### src/rtl/sbt_pkg.sv
// ----------------------------------------------------------------------------
// sbt_pkg
// shared types, codes and helpers of the script byte tokenizer
// ----------------------------------------------------------------------------
package sbt_pkg;

  localparam int unsigned FIELD_BITS = 16;

  // result kinds
  localparam logic [1:0] KIND_TOKEN      = 2'd0;
  localparam logic [1:0] KIND_END        = 2'd1;
  localparam logic [1:0] KIND_INCOMPLETE = 2'd2;
  localparam logic [1:0] KIND_QUOTE_END  = 2'd3;

  // scan modes
  localparam logic [2:0] MODE_SKIP    = 3'd0;
  localparam logic [2:0] MODE_SLASH   = 3'd1;
  localparam logic [2:0] MODE_COMMENT = 3'd2;
  localparam logic [2:0] MODE_QUOTED  = 3'd3;
  localparam logic [2:0] MODE_BARE    = 3'd4;

  // byte codes
  localparam logic [7:0] CH_NUL   = 8'h00;
  localparam logic [7:0] CH_NL    = 8'h0A;
  localparam logic [7:0] CH_SPACE = 8'h20;
  localparam logic [7:0] CH_QUOTE = 8'h22;
  localparam logic [7:0] CH_SLASH = 8'h2F;

  localparam logic [FIELD_BITS-1:0] FIELD_MAX = {FIELD_BITS{1'b1}};

  typedef struct packed {
    logic [1:0]            kind;
    logic [FIELD_BITS-1:0] token_start;
    logic [FIELD_BITS-1:0] token_length;
    logic                  quoted;
    logic [FIELD_BITS-1:0] line_number;
    logic                  last;
  } result_t;

  function automatic logic [FIELD_BITS-1:0] sat_inc(input logic [FIELD_BITS-1:0] v);
    sat_inc = (v == FIELD_MAX) ? v : v + 1'b1;
  endfunction

endpackage

### src/rtl/script_byte_tokenizer.sv
// ----------------------------------------------------------------------------
// script_byte_tokenizer
// splits a script byte stream into tokens, skipping whitespace and comments
// ----------------------------------------------------------------------------
// a result is registered in the result buffer before it is offered
// throughput: one byte per cycle; a byte may give up to two results,
//   queued in a four-entry result buffer that stalls input when nearly full
// reset: synchronous, active low; clears mode, offsets, halt flag and the
//   result buffer, and sets the line count to one
module script_byte_tokenizer
  import sbt_pkg::*;
#(
  parameter int unsigned OFFSET_BITS = 16
) (
  input  logic                  clk,
  input  logic                  rst_n,
  input  logic                  in_valid,
  output logic                  in_stall,
  input  logic [7:0]            in_ch,
  input  logic                  in_allow_cross_line,
  output logic                  out_valid,
  input  logic                  out_stall,
  output logic [1:0]            out_kind,
  output logic [FIELD_BITS-1:0] out_token_start,
  output logic [FIELD_BITS-1:0] out_token_length,
  output logic                  out_quoted,
  output logic [FIELD_BITS-1:0] out_line_number,
  output logic                  out_last
);

  localparam logic [OFFSET_BITS-1:0] POS_MAX = {OFFSET_BITS{1'b1}};

  logic [2:0]             mode_r,  mode_nxt;
  logic [OFFSET_BITS-1:0] pos_r,   pos_nxt;
  logic [OFFSET_BITS-1:0] start_r, start_nxt;
  logic [FIELD_BITS-1:0]  run_r,   run_nxt;
  logic [FIELD_BITS-1:0]  line_r,  line_nxt;
  logic                   halt_r,  halt_nxt;

  result_t    res0, res1;
  logic [1:0] nres;

  result_t    fifo_r [4];
  logic [1:0] wr_r, rd_r;
  logic [2:0] cnt_r;

  logic in_acc, out_acc;

  assign in_stall  = (cnt_r > 3'd2);
  assign in_acc    = in_valid && !in_stall;
  assign out_valid = (cnt_r != 3'd0);
  assign out_acc   = out_valid && !out_stall;

  // token start saturated to the result width
  logic [FIELD_BITS-1:0] start_sat;
  always_comb begin
    if ((start_r >> FIELD_BITS) != '0) begin
      start_sat = FIELD_MAX;
    end else begin
      start_sat = FIELD_BITS'(start_r);
    end
  end

  always_comb begin
    logic    do_bare;
    logic    do_between;
    logic    allow;
    logic [FIELD_BITS-1:0] run_base;
    result_t r;
    do_bare    = 1'b0;
    do_between = 1'b0;
    allow      = in_allow_cross_line;
    run_base   = run_r;
    r          = '0;
    mode_nxt   = mode_r;
    start_nxt  = start_r;
    run_nxt    = run_r;
    line_nxt   = line_r;
    halt_nxt   = halt_r;
    pos_nxt    = (pos_r == POS_MAX) ? pos_r : pos_r + 1'b1;
    res0       = '0;
    res1       = '0;
    nres       = 2'd0;
    r.line_number = line_r;

    unique case (mode_r)
      MODE_SLASH: begin
        if (in_ch == CH_SLASH) begin
          if (!allow) begin
            r.kind   = KIND_INCOMPLETE;
            res0     = r;
            nres     = 2'd1;
            halt_nxt = 1'b1;
            mode_nxt = MODE_SKIP;
          end else begin
            mode_nxt = MODE_COMMENT;
          end
        end else begin
          mode_nxt = MODE_BARE;
          run_base = FIELD_BITS'(1);
          run_nxt  = run_base;
          do_bare  = 1'b1;
        end
      end
      MODE_COMMENT: begin
        if (in_ch == CH_NL) begin
          line_nxt = sat_inc(line_r);
          mode_nxt = MODE_SKIP;
        end else if (in_ch == CH_NUL) begin
          r.kind   = allow ? KIND_END : KIND_INCOMPLETE;
          res0     = r;
          nres     = 2'd1;
          halt_nxt = !allow;
          mode_nxt = MODE_SKIP;
        end
      end
      MODE_QUOTED: begin
        if (in_ch == CH_QUOTE) begin
          r.kind         = KIND_TOKEN;
          r.token_start  = start_sat;
          r.token_length = run_r;
          r.quoted       = 1'b1;
          res0           = r;
          nres           = 2'd1;
          mode_nxt       = MODE_SKIP;
        end else if (in_ch == CH_NUL) begin
          r.kind   = KIND_QUOTE_END;
          res0     = r;
          nres     = 2'd1;
          halt_nxt = 1'b1;
          mode_nxt = MODE_SKIP;
        end else begin
          run_nxt = sat_inc(run_r);
        end
      end
      MODE_BARE: begin
        do_bare = 1'b1;
      end
      default: begin
        mode_nxt   = MODE_SKIP;
        do_between = 1'b1;
      end
    endcase

    if (do_bare) begin
      if (in_ch > CH_SPACE) begin
        run_nxt = sat_inc(run_base);
      end else begin
        r              = '0;
        r.line_number  = line_r;
        r.kind         = KIND_TOKEN;
        r.token_start  = start_sat;
        r.token_length = run_base;
        res0           = r;
        nres           = 2'd1;
        mode_nxt       = MODE_SKIP;
        do_between     = 1'b1;
      end
    end

    if (do_between) begin
      r             = '0;
      r.line_number = line_r;
      if (in_ch == CH_NUL) begin
        r.kind   = allow ? KIND_END : KIND_INCOMPLETE;
        halt_nxt = !allow;
        mode_nxt = MODE_SKIP;
        if (nres == 2'd0) begin
          res0 = r;
        end else begin
          res1 = r;
        end
        nres = nres + 2'd1;
      end else if (in_ch <= CH_SPACE) begin
        if (in_ch == CH_NL) begin
          if (!allow) begin
            r.kind   = KIND_INCOMPLETE;
            halt_nxt = 1'b1;
            mode_nxt = MODE_SKIP;
            if (nres == 2'd0) begin
              res0 = r;
            end else begin
              res1 = r;
            end
            nres = nres + 2'd1;
          end else begin
            line_nxt = sat_inc(line_r);
          end
        end
      end else if (in_ch == CH_SLASH) begin
        mode_nxt  = MODE_SLASH;
        start_nxt = pos_r;
      end else if (in_ch == CH_QUOTE) begin
        mode_nxt  = MODE_QUOTED;
        start_nxt = (pos_r == POS_MAX) ? pos_r : pos_r + 1'b1;
        run_nxt   = '0;
      end else begin
        mode_nxt  = MODE_BARE;
        start_nxt = pos_r;
        run_nxt   = FIELD_BITS'(1);
      end
    end

    if (nres == 2'd1) begin
      res0.last = 1'b1;
    end else if (nres == 2'd2) begin
      res1.last = 1'b1;
    end
  end

  // scan state
  always_ff @(posedge clk) begin
    if (!rst_n) begin
      mode_r  <= MODE_SKIP;
      pos_r   <= '0;
      start_r <= '0;
      run_r   <= '0;
      line_r  <= FIELD_BITS'(1);
      halt_r  <= 1'b0;
    end else if (in_acc && !halt_r) begin
      mode_r  <= mode_nxt;
      pos_r   <= pos_nxt;
      start_r <= start_nxt;
      run_r   <= run_nxt;
      line_r  <= line_nxt;
      halt_r  <= halt_nxt;
    end
  end

  // result buffer
  logic [1:0] push_n;
  assign push_n = (in_acc && !halt_r) ? nres : 2'd0;

  always_ff @(posedge clk) begin
    if (push_n != 2'd0) begin
      fifo_r[wr_r] <= res0;
    end
    if (push_n == 2'd2) begin
      fifo_r[wr_r + 2'd1] <= res1;
    end
  end

  always_ff @(posedge clk) begin
    if (!rst_n) begin
      wr_r  <= '0;
      rd_r  <= '0;
      cnt_r <= '0;
    end else begin
      wr_r  <= wr_r + push_n;
      rd_r  <= rd_r + {1'b0, out_acc};
      cnt_r <= cnt_r + {1'b0, push_n} - {2'b00, out_acc};
    end
  end

  assign out_kind         = fifo_r[rd_r].kind;
  assign out_token_start  = fifo_r[rd_r].token_start;
  assign out_token_length = fifo_r[rd_r].token_length;
  assign out_quoted       = fifo_r[rd_r].quoted;
  assign out_line_number  = fifo_r[rd_r].line_number;
  assign out_last         = fifo_r[rd_r].last;

  a_cnt_bound : assert property (@(posedge clk) disable iff (!rst_n)
    cnt_r <= 3'd4)
    else $error("result buffer overflow");

  a_halt_sticky : assert property (@(posedge clk) disable iff (!rst_n)
    halt_r |=> halt_r)
    else $error("halt flag cleared without reset");

  a_halt_quiet : assert property (@(posedge clk) disable iff (!rst_n)
    halt_r |-> push_n == 2'd0)
    else $error("result pushed while halted");

  a_pair_token_first : assert property (@(posedge clk) disable iff (!rst_n)
    (!halt_r && in_acc && nres == 2'd2) |-> (res0.kind == KIND_TOKEN && res1.kind != KIND_TOKEN))
    else $error("bad result pair");

  a_line_nonzero : assert property (@(posedge clk) disable iff (!rst_n)
    line_r != '0)
    else $error("line count reached zero");

endmodule

### config.mk
export PLATFORM = sky130hd
export DESIGN_NAME = script_byte_tokenizer
export DESIGN_NICKNAME = d
export VERILOG_FILES = /design/src/rtl/sbt_pkg.sv /design/src/rtl/script_byte_tokenizer.sv
export SDC_FILE = /design/constraint.sdc
export NUM_CORES = 1
export LEC_CHECK = 0
export BUFFER_PORTS_ARGS = -buffer_cell sky130_fd_sc_hd__buf_2
export CAP_MARGIN = 20
export CELL_PAD_IN_SITES_DETAIL_PLACEMENT = 0
export CELL_PAD_IN_SITES_GLOBAL_PLACEMENT = 2
export CORE_AREA = 2 2 190 192
export DETAILED_ROUTE_END_ITERATION = 16
export DIE_AREA = 0 0 192 194
export GPL_TIMING_DRIVEN = 0
export PLACE_DENSITY_LB_ADDON = 0.1
export SLEW_MARGIN = 20
export SYNTH_ARGS = -nofsm -noshare
export SYNTH_HDL_FRONTEND = slang
export SYNTH_SLANG_ARGS = --single-unit
### constraint.sdc
create_clock -name clk -period 4.86 [get_ports clk]
set_clock_uncertainty 0.05 [all_clocks]
set_input_delay 0.729 -clock clk [delete_from_list [all_inputs] [get_ports clk]]
set_output_delay 0.729 -clock clk [all_outputs]
set_load 0.02 [all_outputs]
After elaboration in Yosys (flattened, before gate mapping)

Memories as Yosys holds them, arrays and structs flattened. A register that Yosys moved wholly into a read port is not among the register bits.
Index checks and enable logic that the tools add are counted.

Register bits: 75
Bits in writable memories: 208
Input bits: 13
Output and inout bits: 54
Word-level logic and storage cells: 155
Memories kept: 1

Memories:

| name   | words | bits a word | rd ports | clocked after memory_dff | write ports | line                        | RTL |
|---|---|---|---|---|---|---|---|
| fifo_r | 4     | 52          | 1        | 1                        | 2           | script_byte_tokenizer.sv:43 | `result_t fifo_r [4];` |

Add/sub/neg operators: 10
Magnitude comparators: 3
Equal/unequal tests: 14
Muxes and demuxes: 103
Bitwise operators: 2
Reductions and logical operators: 13

Operator list:

| operator              | number |
|---|---|
| $mux 52               | 22 |
| $mux 16               | 23 |
| $pmux 52 s3           | 1 |
| $add 16x1->16 const B | 4 |
| $eq 16x16->1 const B  | 4 |
| $mux 3                | 13 |
| $pmux 16 s2           | 1 |
| $mux 1                | 28 |
| $mux 2                | 11 |
| $eq 8x6->1 const B    | 2 |
| $pmux 3 s4            | 1 |
| $eq 8x4->1 const B    | 1 |
| $gt 8x6->1 const B    | 1 |
| $le 8x6->1 const B    | 1 |
| $logic_not 8->1       | 1 |
| $eq 3x2->1 const B    | 2 |
| $pmux 1 s3            | 2 |
| $add 2x1->2 const B   | 2 |
| $eq 2x2->1 const B    | 2 |
| $logic_not 1->1       | 4 |
| $reduce_and 4->1      | 1 |
| $reduce_or 4->1       | 1 |
| $add 3x2->3           | 1 |
| $eq 3x1->1 const B    | 1 |
| other kinds (12)      | 15 |

Depth between registers and ports, before layout

Gate-level depths: netlist of the first run.

Word-level depth: 16
Gate-level depth with buffers: 20
Depth with buffers taken out: 18

Worst setup path before layout of the first run

No wires, ideal clock.

Kind: in2reg
Start: in in_ch[1]
End: reg cnt_r[2]
Arrival time: 4058 ps
Data required time: 4682 ps
Slack: 624 ps
Stages on the path: 20
Buffers on the path: 2
Cells stage by stage: buf_2 and4_1 buf_6 a31oi_1 o21a_2 nor2_1 inv_1 ha_1 o21ai_0 and2_1 mux2i_1 a21oi_1 nand2b_1 ha_1 inv_1 ha_1 fa_1 xor2_1 xnor2_1 nor2_1

Word-level cells in the longest chain between the ends: 15
Elaborated cells on any way between the ends: 26
Classes of those cells: add/sub: 3; order compare: 2; eq/ne: 3; mux: 17; reduce/logical: 1

Ends and longest elaborated chain:

| what                             | line                                                                                     | RTL |
|---|---|---|
| start: declaration               | script_byte_tokenizer.sv:19                                                              | `input logic [7:0] in_ch,` |
| $logic_not 8->1                  | script_byte_tokenizer.sv:109, script_byte_tokenizer.sv:126, script_byte_tokenizer.sv:164 |  |
| $mux 1                           | script_byte_tokenizer.sv:109, script_byte_tokenizer.sv:126                               |  |
| $mux 1, on equally long branches | script_byte_tokenizer.sv:118, script_byte_tokenizer.sv:106                               |  |
| $pmux 1 s3                       | script_byte_tokenizer.sv:86                                                              | `unique case (mode_r)` |
| $mux 2                           | script_byte_tokenizer.sv:146                                                             | `if (in_ch > CH_SPACE) begin` |
| $mux 2                           | script_byte_tokenizer.sv:145                                                             | `if (do_bare) begin` |
| $add 2x1->2                      | script_byte_tokenizer.sv:173, script_byte_tokenizer.sv:185                               |  |
| $mux 2                           | script_byte_tokenizer.sv:176                                                             | `if (!allow) begin` |
| $mux 2                           | script_byte_tokenizer.sv:175                                                             | `if (in_ch == CH_NL) begin` |
| $mux 2                           | script_byte_tokenizer.sv:174                                                             | `end else if (in_ch <= CH_SPACE) begin` |
| $mux 2                           | script_byte_tokenizer.sv:164                                                             | `if (in_ch == CH_NUL) begin` |
| $mux 2 *                         | script_byte_tokenizer.sv:161                                                             | `if (do_between) begin` |
| $mux 2 *                         | script_byte_tokenizer.sv:232                                                             | `assign push_n = (in_acc && !halt_r) ? nres : 2'd0;` |
| $add 3x2->3 *                    | script_byte_tokenizer.sv:251                                                             | `cnt_r <= cnt_r + {1'b0, push_n} - {2'b00, out_acc};` |
| $sub 3x1->3 *                    | script_byte_tokenizer.sv:251                                                             |  |
| end signal: assignment           | script_byte_tokenizer.sv:251                                                             |  |
| end: declaration                 | script_byte_tokenizer.sv:45                                                              | `logic [2:0] cnt_r;` |

Mark *: on every way between the ends. The rest lies on a longest branch, timed or not.
A chain may end at the register's enable or synchronous reset.

==> results of run 1 <==
-- stage by stage --
step | instance area [um^2] | power (uW) | TNS (ns) | worst slack, ns
2_1_floorplan | 13900 | 3250 | 0 | 0.624
3_3_place_gp | 14800 | 3580 | -26.04 | -0.634
3_5_place_dp | 14800 | 3590 | -26.52 | -0.639
4_1_cts | 15900 | 6170 | 0 | 0.195
5_1_grt | 15900 | 6350 | 0 | 0.0114
6_report | 15900 | 6110 | 0 | 0.251
-- critical path: cells and delay by family, from the launching register on --
kind	cells	cell delay (ns)
and+or+nand+nor	5	1.40
AOI/OAI and AO/OA	4	1.35
DFF	1	0.33
adders and majority gates	1	0.14
buffers and inverters	3	0.93
-- worst max path at each step --
stage	from	to	slack (ns)	depth (start not counted)
5_1_grt	mode_r[0]	fifo_r[1][8]	0.01	13
4_1_cts	mode_r[0]	fifo_r[1][8]	0.19	13
3_5_place_dp	in_ch[2]	fifo_r[1][7]	-0.64	13
6_report	mode_r[0]	fifo_r[1][7]	0.25	13
2_1_floorplan	in_ch[1]	cnt_r[2]	0.62	20
3_3_place_gp	in_ch[2]	fifo_r[1][7]	-0.63	13
-- final cells by class --
| class | instances | share of cell area (%) |
|---|---|---|
| Inverter | 14 | 0.330 |
| Clock buffer | 51 | 6.25 |
| Clock inverter | 12 | 0.793 |
| Timing Repair Buffer | 65 | 2.08 |
| Sequential cell | 283 | 40.3 |
| Buffer | 112 | 3.12 |
| Tap cell | 461 | 3.62 |
| Multi-Input combinational cell | 1019 | 43.5 |
-- kinds of logic (layout without fill, tap and decap cells) --
kind of cell	after synthesis	count (layout)	share of synthesized area [%]
AND/OR/NAND/NOR	542	542	19.7
AO/OA/AOI/OAI	378	378	18.1
buffers and inverters	126	254	3.97
multiplexers	60	60	9.03
adder cells (fa/ha/maj)	12	12	1.14
flip-flops	283	283	46.3
XOR/XNOR	27	27	1.70
-- where the power goes --
| group | switching, uW | leakage (uW) | internal (uW) |
|---|---|---|---|
| clock | 1040 | 0.000555 | 1540 |
| combinational | 651 | 0.00243 | 338 |
| sequential | 66.6 | 0.00252 | 2480 |
-- cell usage in the layout, fill, tap and decap left out, types with 5 or more instances in the layout --
| cell | count |
|---|---|
| nor4_1 | 5 |
| and3_1 | 22 |
| or3_1 | 17 |
| nor3_1 | 12 |
| nand4_1 | 8 |
| a22o_1 | 34 |
| nor2_1 | 56 |
| a21oi_1 | 126 |
| a31oi_1 | 19 |
| edfxtp_1 | 76 |
| clkbuf_1 | 72 |
| o22ai_1 | 11 |
| clkbuf_8 | 6 |
| inv_1 | 14 |
| buf_2 | 99 |
| nor2b_1 | 63 |
| clkinv_2 | 6 |
| clkbuf_16 | 35 |
| ha_1 | 11 |
| and4_1 | 5 |
| o211ai_1 | 8 |
| and2_1 | 15 |
| o31a_1 | 5 |
| buf_4 | 5 |
| mux2i_1 | 6 |
| dfxtp_1 | 207 |
| buf_1 | 8 |
| xor2_1 | 16 |
| mux4_2 | 52 |
| nand2_1 | 167 |
| a311oi_1 | 5 |
| xnor2_1 | 11 |
| nand3_1 | 137 |
| o21ai_0 | 95 |
| o31ai_1 | 5 |
-- layer usage --
layer  global-route usage (%)  vias to the layer above  part of all wire (%)
met1                     31.4                     5653                    44
met3                     2.95                       66                   3.8
met2                     42.1                      250                    50
li1                         -                     5519                     -
met5                        0                        -                     0
met4                     6.50                        0                   2.3
-- flip-flops by register name, indices dropped and copies added, names as in the netlist --
| signal | cells |
|---|---|
| rd_r | 2 |
| line_r | 16 |
| start_r | 16 |
| halt_r | 1 |
| run_r | 16 |
| mode_r | 3 |
| fifo_r | 208 |
| cnt_r | 3 |
| wr_r | 2 |
| pos_r | 16 |
-- repair_timing --
item / CTS / global route
hold buffers: 0 / 0
setup endpoints to repair: 38 / 38
gates resized for setup: 2 / 3
==> metrics, run 1 <==
Core Area=0.0352 mm^2; Worst R2R Setup Slack=approximately 0.25 ns; Syn-to-layout area delta=14.8%; CTS Buffer Depth=3; post-CTS setup buffer count=0; first-pass GRT wire length=69200 um; hold depth=2; clock sinks=around 280; layout cells sized above 1=~16%; Slew @ Worst Pin=around 1.1 ns; fin nets=1555; maximum clock rate=~0.22 GHz; TritonCTS clock tree=built; area of the multi-input gates=around 0.007 mm^2; Clock Latency Late Sink=between 0.5 and 0.6 ns; register area share after synthesis=46.3%; worst hold path class=reg -> reg; Yosys warning count=0; port bufs=between 60 and 70; RR Endpoint=fifo_r[1][7]; final wirelength=approximately 45000 um; layout filler cell count=~3500; Worst-path clk slew=approximately 0.060 ns; kind of critical path=reg -> reg; worst hold slack=0.398 ns; fin crit period=4.61 ns; crit path cell chain=buf_2, nor3b_1, nand4_1, a21oi_1, nor2_1, inv_1, ha_1, o21ai_0, and2_1, a22oi_4, a2111o_1, clkbuf_1, nand2_2; top post-synthesis cells by count=dfxtp_1, nand2_1, nand3_1; FFs w/ async S/R, synth=0%; Leak=~0.0055 uW; syn avg cell area=9.72 um^2; origin of the critical flop-to-flop path=mode_r[0]; io pins=67; initial core utilization=39.4%; critical path capture point type=flip-flop; final core occ=between 40% and 50%; Worst IR Drop VDD=roughly 0.00025 V; largest net degree at the start of global routing=20; vias in the first global route=roughly 11000; Rows=69; Mapped Nets=around 1500; PwrDens=383 mW/mm^2; Synth area leaders=dfxtp_1, edfxtp_1, mux4_2, nand3_1, nand2_1; relative slew slack=26.1%; hpwl dp=around 31000 um; Arr. time, crit path=4.67 ns; cell count after placement=1954; post-route ant nets=0; top-count cell post-synth=dfxtp_1; reg2reg path depth=13; vias per cell=roughly 5.7; DR vias=around 11000; Total Routing Usage GR=about a quarter; Root Driver=clkbuf_16; antenna diode count=0; Worst Path Required=~4.9 ns; GRT overflow=0; Top FF cell, synth=dfxtp_1; non-filler instance count after layout=a little over 2000; htree depth=2; Hold Path End=fifo_r[0][46]; die area=0.0372 mm^2; final setup fails=0; cell taking the most area after synthesis=dfxtp_1; routability cong.=about 0.84; initial antenna violation count=0; post-synth cell types=just over 80; endpoints failing hold=0; initial DRC count=around 700; Max Fanout on Critical Path=19; Hold Startpoint=fifo_r[0][46]; Die Y=roughly 190 um; Cells after Synth=between 1000 and 1500; share of the synthesized area in the top cell type=29.9%; CTS buffer count=35; Critical-path top delay cell=clkbuf_1; startpoint types=flip-flop; DR WL/cell=~22 um; RSZ-0062 raised after global routing=false; Sequential Area=0.00643 mm^2; Post-Syn Area=0.0139 mm^2; TritonRoute pass-1 iters=5; Remaining DRCs=0; max cap viols=0; Post-synth EDFFs=76; Pins Over Slew Limit=0; status=completed; die width=192 um; Synth Register Bits=around 280; critical path's largest stage delay=roughly 0.60 ns; fin crit share=~95%
Note: power is estimated with default switching activity, not from simulation.
==> run 2: changes to the inputs <==
--- a/config.mk
+++ b/config.mk
@@ -7,11 +7,11 @@
 export LEC_CHECK = 0
 export BUFFER_PORTS_ARGS = -buffer_cell sky130_fd_sc_hd__buf_2
 export CAP_MARGIN = 20
-export CELL_PAD_IN_SITES_DETAIL_PLACEMENT = 0
+export CELL_PAD_IN_SITES_DETAIL_PLACEMENT = 1
 export CELL_PAD_IN_SITES_GLOBAL_PLACEMENT = 2
-export CORE_AREA = 2 2 190 192
+export CORE_AREA = 2 2 161 226
 export DETAILED_ROUTE_END_ITERATION = 16
-export DIE_AREA = 0 0 192 194
+export DIE_AREA = 0 0 163 228
 export GPL_TIMING_DRIVEN = 0
 export PLACE_DENSITY_LB_ADDON = 0.1
 export SLEW_MARGIN = 20
==> run 2 against run 1 <==
Clock power down 6%. Total power down 2.3%. Global-route usage up 1.7 points. Flip-flop and latch count unchanged. Final area down 0.61%. Non-clock buffer count down 1. Wire length up 7.5%. Clock-buffer cell count down 6.
==> metrics, run 2 (same netlist as run 1, synthesis figures left out) <==
switching part of the total=29.7%; Die Y=228 um; crit path cell chain=buf_2, or3_1, clkbuf_1, o2bb2ai_2, o21a_2, nor2_1, inv_1, ha_1, o21ai_0, and2_1, a22oi_4, o311ai_2, buf_2, nand2_2; worst hold path class=reg -> reg; startpoint types=input port; Finished Cell Area=around 0.016 mm^2; Seq pwr share=between 40% and 50%; RSZ-0062 raised after global routing=false; final setup fails=0; Top reg by flops=fifo_r; htree depth=1; initial core utilization=between 30 and 40%; Buffers & Inverters on Critical Path=4; antenna diode count=0; net switching power figure=1780 uW; final setup TNS=0 ns; io pins=67; die width=between 150 and 200 um; routability cong.=approximately 0.9; Leak=0.00547 uW; first-pass GRT wire length=~74000 um; clock power share=between 40% and 50%; fin crit share=about 93%; Comb pwr share=16.5%; PwrDens=roughly 380 mW/mm^2; relative slew slack=between 20 and 30%; reg2reg path depth=13; Total Routing Usage GR=25.8%; hold depth=2; origin of the critical flop-to-flop path=mode_r[0]; CTS buffer count=31; fin crit period=roughly 4.5 ns; fin nets=1550; critical path capture point type=flip-flop; internal power=4190 uW; hold-fix buffers at CTS=0; Hold Path End=fifo_r[0][38]; DR vias=~12000; clock sinks=283; GRT overflow=0; hpwl dp=34900 um; max FFs per register=208; DR WL/cell=approximately 24 um; status=completed; final wirelength=around 48000 um; Power, Total=a little under 6000 uW; Root Driver=clkbuf_16; Syn-to-layout area delta=14.1%; Worst-path clk slew=about 0.06 ns; Remaining DRCs=0; Post-Place Worst Slack=-0.682 ns; Max Fanout on Critical Path=19; vias in the first global route=12400; Pins Over Slew Limit=0; CP delay by family, top=compound AO/OA/AOI/OAI gates; Slew @ Worst Pin=~1.1 ns; most common cell after layout, fill and taps aside=dfxtp_1; Worst R2R Setup Slack=around 0.4 ns; Rows=82; Cell Area, Placed=roughly 0.015 mm^2; vias per cell=approximately 5.8; port bufs=64; kind of critical path=in -> reg; Arr. time, crit path=4.65 ns; final worst slack=0.363 ns; critical path's largest stage delay=between 0.6 and 0.7 ns; Worst IR Drop VDD=0.000316 V; Clock Latency Late Sink=about 0.6 ns; maximum clock rate=roughly 0.22 GHz; endpoints failing hold=0; most frequent cells in the layout=dfxtp_1, nand2_1, nand3_1; initial DRC count=581; TritonCTS clock tree=built; Critical-path top delay cell=o311ai_2; RR Endpoint=fifo_r[3][15]; worst hold slack=around 0.40 ns; layout cells sized above 1=between 10% and 20%; Core Area=~0.035 mm^2; most frequent CP cell=buf_2; TritonRoute pass-1 iters=4; Hold Startpoint=fifo_r[0][38]; die area=around 0.037 mm^2; initial antenna violation count=0; Worst Path Required=5.01 ns; largest net degree at the start of global routing=20; post-route ant nets=0; max cap viols=0; CTS Buffer Depth=3
==> run 2: area by class of cell <==
type	instances	area, um^2
tap	462	578
timing repair buffer	64	320
inverter	14	52.6
sequential	283	6430
clock inverter	13	124
fill	4034	19600
buffer	112	499
multi-input combinational	1019	6920
clock buffer	45	921
==> run 2: worst min-delay path: stages, from the launching register on <==
cell,delay [ns]
dfxtp_1,0.31
nand2_1,0.05
a21oi_1,0.05
==> run 2: worst max-delay path by stage <==
stage	end	startpoint	depth (start not counted)
after CTS	fifo_r[1][9]	mode_r[0]	13
after detailed placement	fifo_r[1][15]	in_ch[2]	13
after global placement	fifo_r[3][15]	in_ch[2]	13
after global routing	fifo_r[3][9]	mode_r[1]	13
after floorplan	cnt_r[2]	in_ch[1]	20
final	fifo_r[3][15]	in_ch[5]	14
==> run 2: routing by layer <==
| layer | share of wire [%] | global-route usage, % | wire length (um) |
|---|---|---|---|
| met4 | 4.3 | 10.7 | 2040 |
| met1 | 38 | 28.6 | 18200 |
| met2 | 55 | 49.5 | 26300 |
| met3 | 2.9 | 2.44 | 1370 |
| met5 | 0 | 0 | 0 |
==> run 2: power groups by stage <==
| stage | clock network (uW) | registers (uW) | logic, uW |
|---|---|---|---|
| after global routing | 2560 | 2570 | 1070 |
| after detailed placement | 0 | 2620 | 994 |
| final | 2420 | 2570 | 987 |
| after global placement | 0 | 2620 | 985 |
| after floorplan | 0 | 2570 | 674 |
| after CTS | 2470 | 2570 | 999 |
==> run 2: timing repair <==
| item | 4_1_cts | 5_1_grt |
|---|---|---|
| setup buffers | 0 | 0 |
| endpoints found under the setup margin | 38 | 38 |
| resized for setup | 2 | 2 |
| pin swaps | 0 | 0 |
==> run 2: metrics by stage <==
| stage | instances | util [%] |
|---|---|---|
| 2_1_floorplan | 1428 | - |
| 3_3_place_gp | 1954 | 41.7 |
| 3_5_place_dp | 1954 | 41.7 |
| 4_1_cts | 2012 | 44.7 |
| 5_1_grt | 2012 | 44.8 |
| 6_report | 2012 | 44.8 |
==> run 3: changes to the inputs <==
==> constraint.sdc (replaced) <==
create_clock -name clk -period 4.16 [get_ports clk]
set_clock_uncertainty 0.05 [all_clocks]
set_input_delay 0.624 -clock clk [delete_from_list [all_inputs] [get_ports clk]]
set_output_delay 0.624 -clock clk [all_outputs]
set_load 0.02 [all_outputs]
==> run 3 against run 2 <==
Combinational power up 18%. Final area up 0.88%. Critical path depth down 9. Global-route usage about the same. Flip-flop and latch count unchanged. Clock-buffer cell count unchanged. Critical endpoint is now out_token_length[1].
==> metrics, run 3 (same netlist as run 1, synthesis figures left out) <==
Leak=about 0.0055 uW; kind of critical path=reg -> out; RSZ-0062 raised after global routing=false; PwrDens=approximately 440 mW/mm^2; Slew @ Worst Pin=0.987 ns; max cap viols=0; Arr. time, crit path=3.27 ns; Critical-path top delay cell=clkdlybuf4s15_2; Die Y=228 um; initial antenna violation count=0; antenna diode count=0; TritonRoute pass-1 iters=5; htree depth=1; maximum clock rate=0.254 GHz; initial DRC count=between 600 and 700; clock sinks=around 280; Remaining DRCs=0; Post-Place Worst Slack=-1.28 ns; final setup fails=0; fin crit period=a little under 4 ns; Worst-path clk slew=about 0.070 ns; routability cong.=0.877; die area=roughly 0.037 mm^2; DR WL/cell=around 24 um; CTS buffer count=31; Total Routing Usage GR=25.9%; hold-fix buffers at CTS=0; Core Area=0.0354 mm^2; Pins Over Slew Limit=0; post-route ant nets=0; vias in the first global route=~12000; final worst slack=0.215 ns; most frequent CP cell=clkbuf_1; most frequent cells in the layout=dfxtp_1, nand2_1, nand3_1; status=completed; most common cell after layout, fill and taps aside=dfxtp_1; relative slew slack=between 30% and 40%; Worst IR Drop VDD=approximately 0.00037 V; hpwl dp=about 35000 um; die width=~160 um; final wirelength=approximately 48000 um; max FFs per register=208; layout cells sized above 1=roughly 18%; startpoint types=flip-flop; fin nets=roughly 1600; endpoints failing hold=0; critical path's largest stage delay=about 0.6 ns; port bufs=between 60 and 70; TritonCTS clock tree=built; initial core utilization=39.2%; Syn-to-layout area delta=15.2%; final setup TNS=0 ns; Root Driver=clkbuf_16; fin crit share=between 90 and 100%; GRT overflow=0; DR vias=11800; crit path cell chain=clkbuf_1, clkdlybuf4s15_2, clkbuf_1, mux4_2, buf_2; Rows=82; Top reg by flops=fifo_r; Clock Latency Late Sink=about 0.60 ns; Worst Path Required=3.49 ns; worst hold path class=reg -> reg; CTS Buffer Depth=3; Max Fanout on Critical Path=10; critical path capture point type=output port; vias per cell=between 5 and 6; largest net degree at the start of global routing=20; first-pass GRT wire length=about 74000 um; io pins=67
-- run 3: worst paths after layout --
path                                    start                   to  slack (ns)  depth (start not counted)
worst max-delay path                  rd_r[0]  out_token_length[1]        0.22                          5
worst max register to register      mode_r[0]             cnt_r[2]        0.23                         19
worst min register to register  fifo_r[0][30]        fifo_r[0][30]        0.40                          2
worst min-delay path            fifo_r[0][30]        fifo_r[0][30]        0.40                          2
-- run 3: layout make-up --
type                    instances  area [um^2]
multi-input cells            1019         7020
flip-flops and latches        283         6430
repair buffers                 67          343
clock buffers                  45          921
well taps                     462          578
inverters                      14         52.6
clock inverters                13          124
plain buffers                 112          520
fillers                      4024        19400
-- run 3: routing by layer --
| metal | up-vias | global-route usage (%) | share of wire [%] |
|---|---|---|---|
| met1 | 5938 | 28.7 | 38 |
| met3 | 95 | 2.40 | 3.0 |
| li1 | 5507 | - | - |
| met4 | 0 | 10.5 | 4.1 |
| met5 | - | 0 | 0 |
| met2 | 233 | 49.7 | 55 |
-- run 3: repair_timing --
action                     4_1_cts  5_1_grt
setup endpoints to repair      208      113
setup buffers                    0        3
gates cloned                     0        0
pin swaps                        0        1
gates resized for setup         21        9
-- run 3: where the power goes --
part	switching (uW)	internal (uW)
Combinational	764	400
Clock	1220	1610
Sequential	100	2900
Total	2080	4910
-- run 3: through the flow --
step / cells / hold slack [ns] / util [%] / total power, uW / area [um^2]
2_1_floorplan: 1428 / 0.377 / - / 3790 / 13900
3_3_place_gp: 1954 / 0.387 / 41.7 / 4210 / 14800
3_5_place_dp: 1954 / 0.394 / 41.7 / 4220 / 14800
4_1_cts: 2012 / 0.403 / 45.0 / 7070 / 15900
5_1_grt: 2015 / 0.424 / 45.1 / 7260 / 16000
6_report: 2015 / 0.403 / 45.1 / 6990 / 16000
-- run 3: critical path, delay by kind of cell, from the launching register on --
| kind | cells | cell delay (ns) |
|---|---|---|
| buffers and inverters | 4 | 1.87 |
| DFF | 1 | 0.34 |
| muxes | 1 | 0.46 |
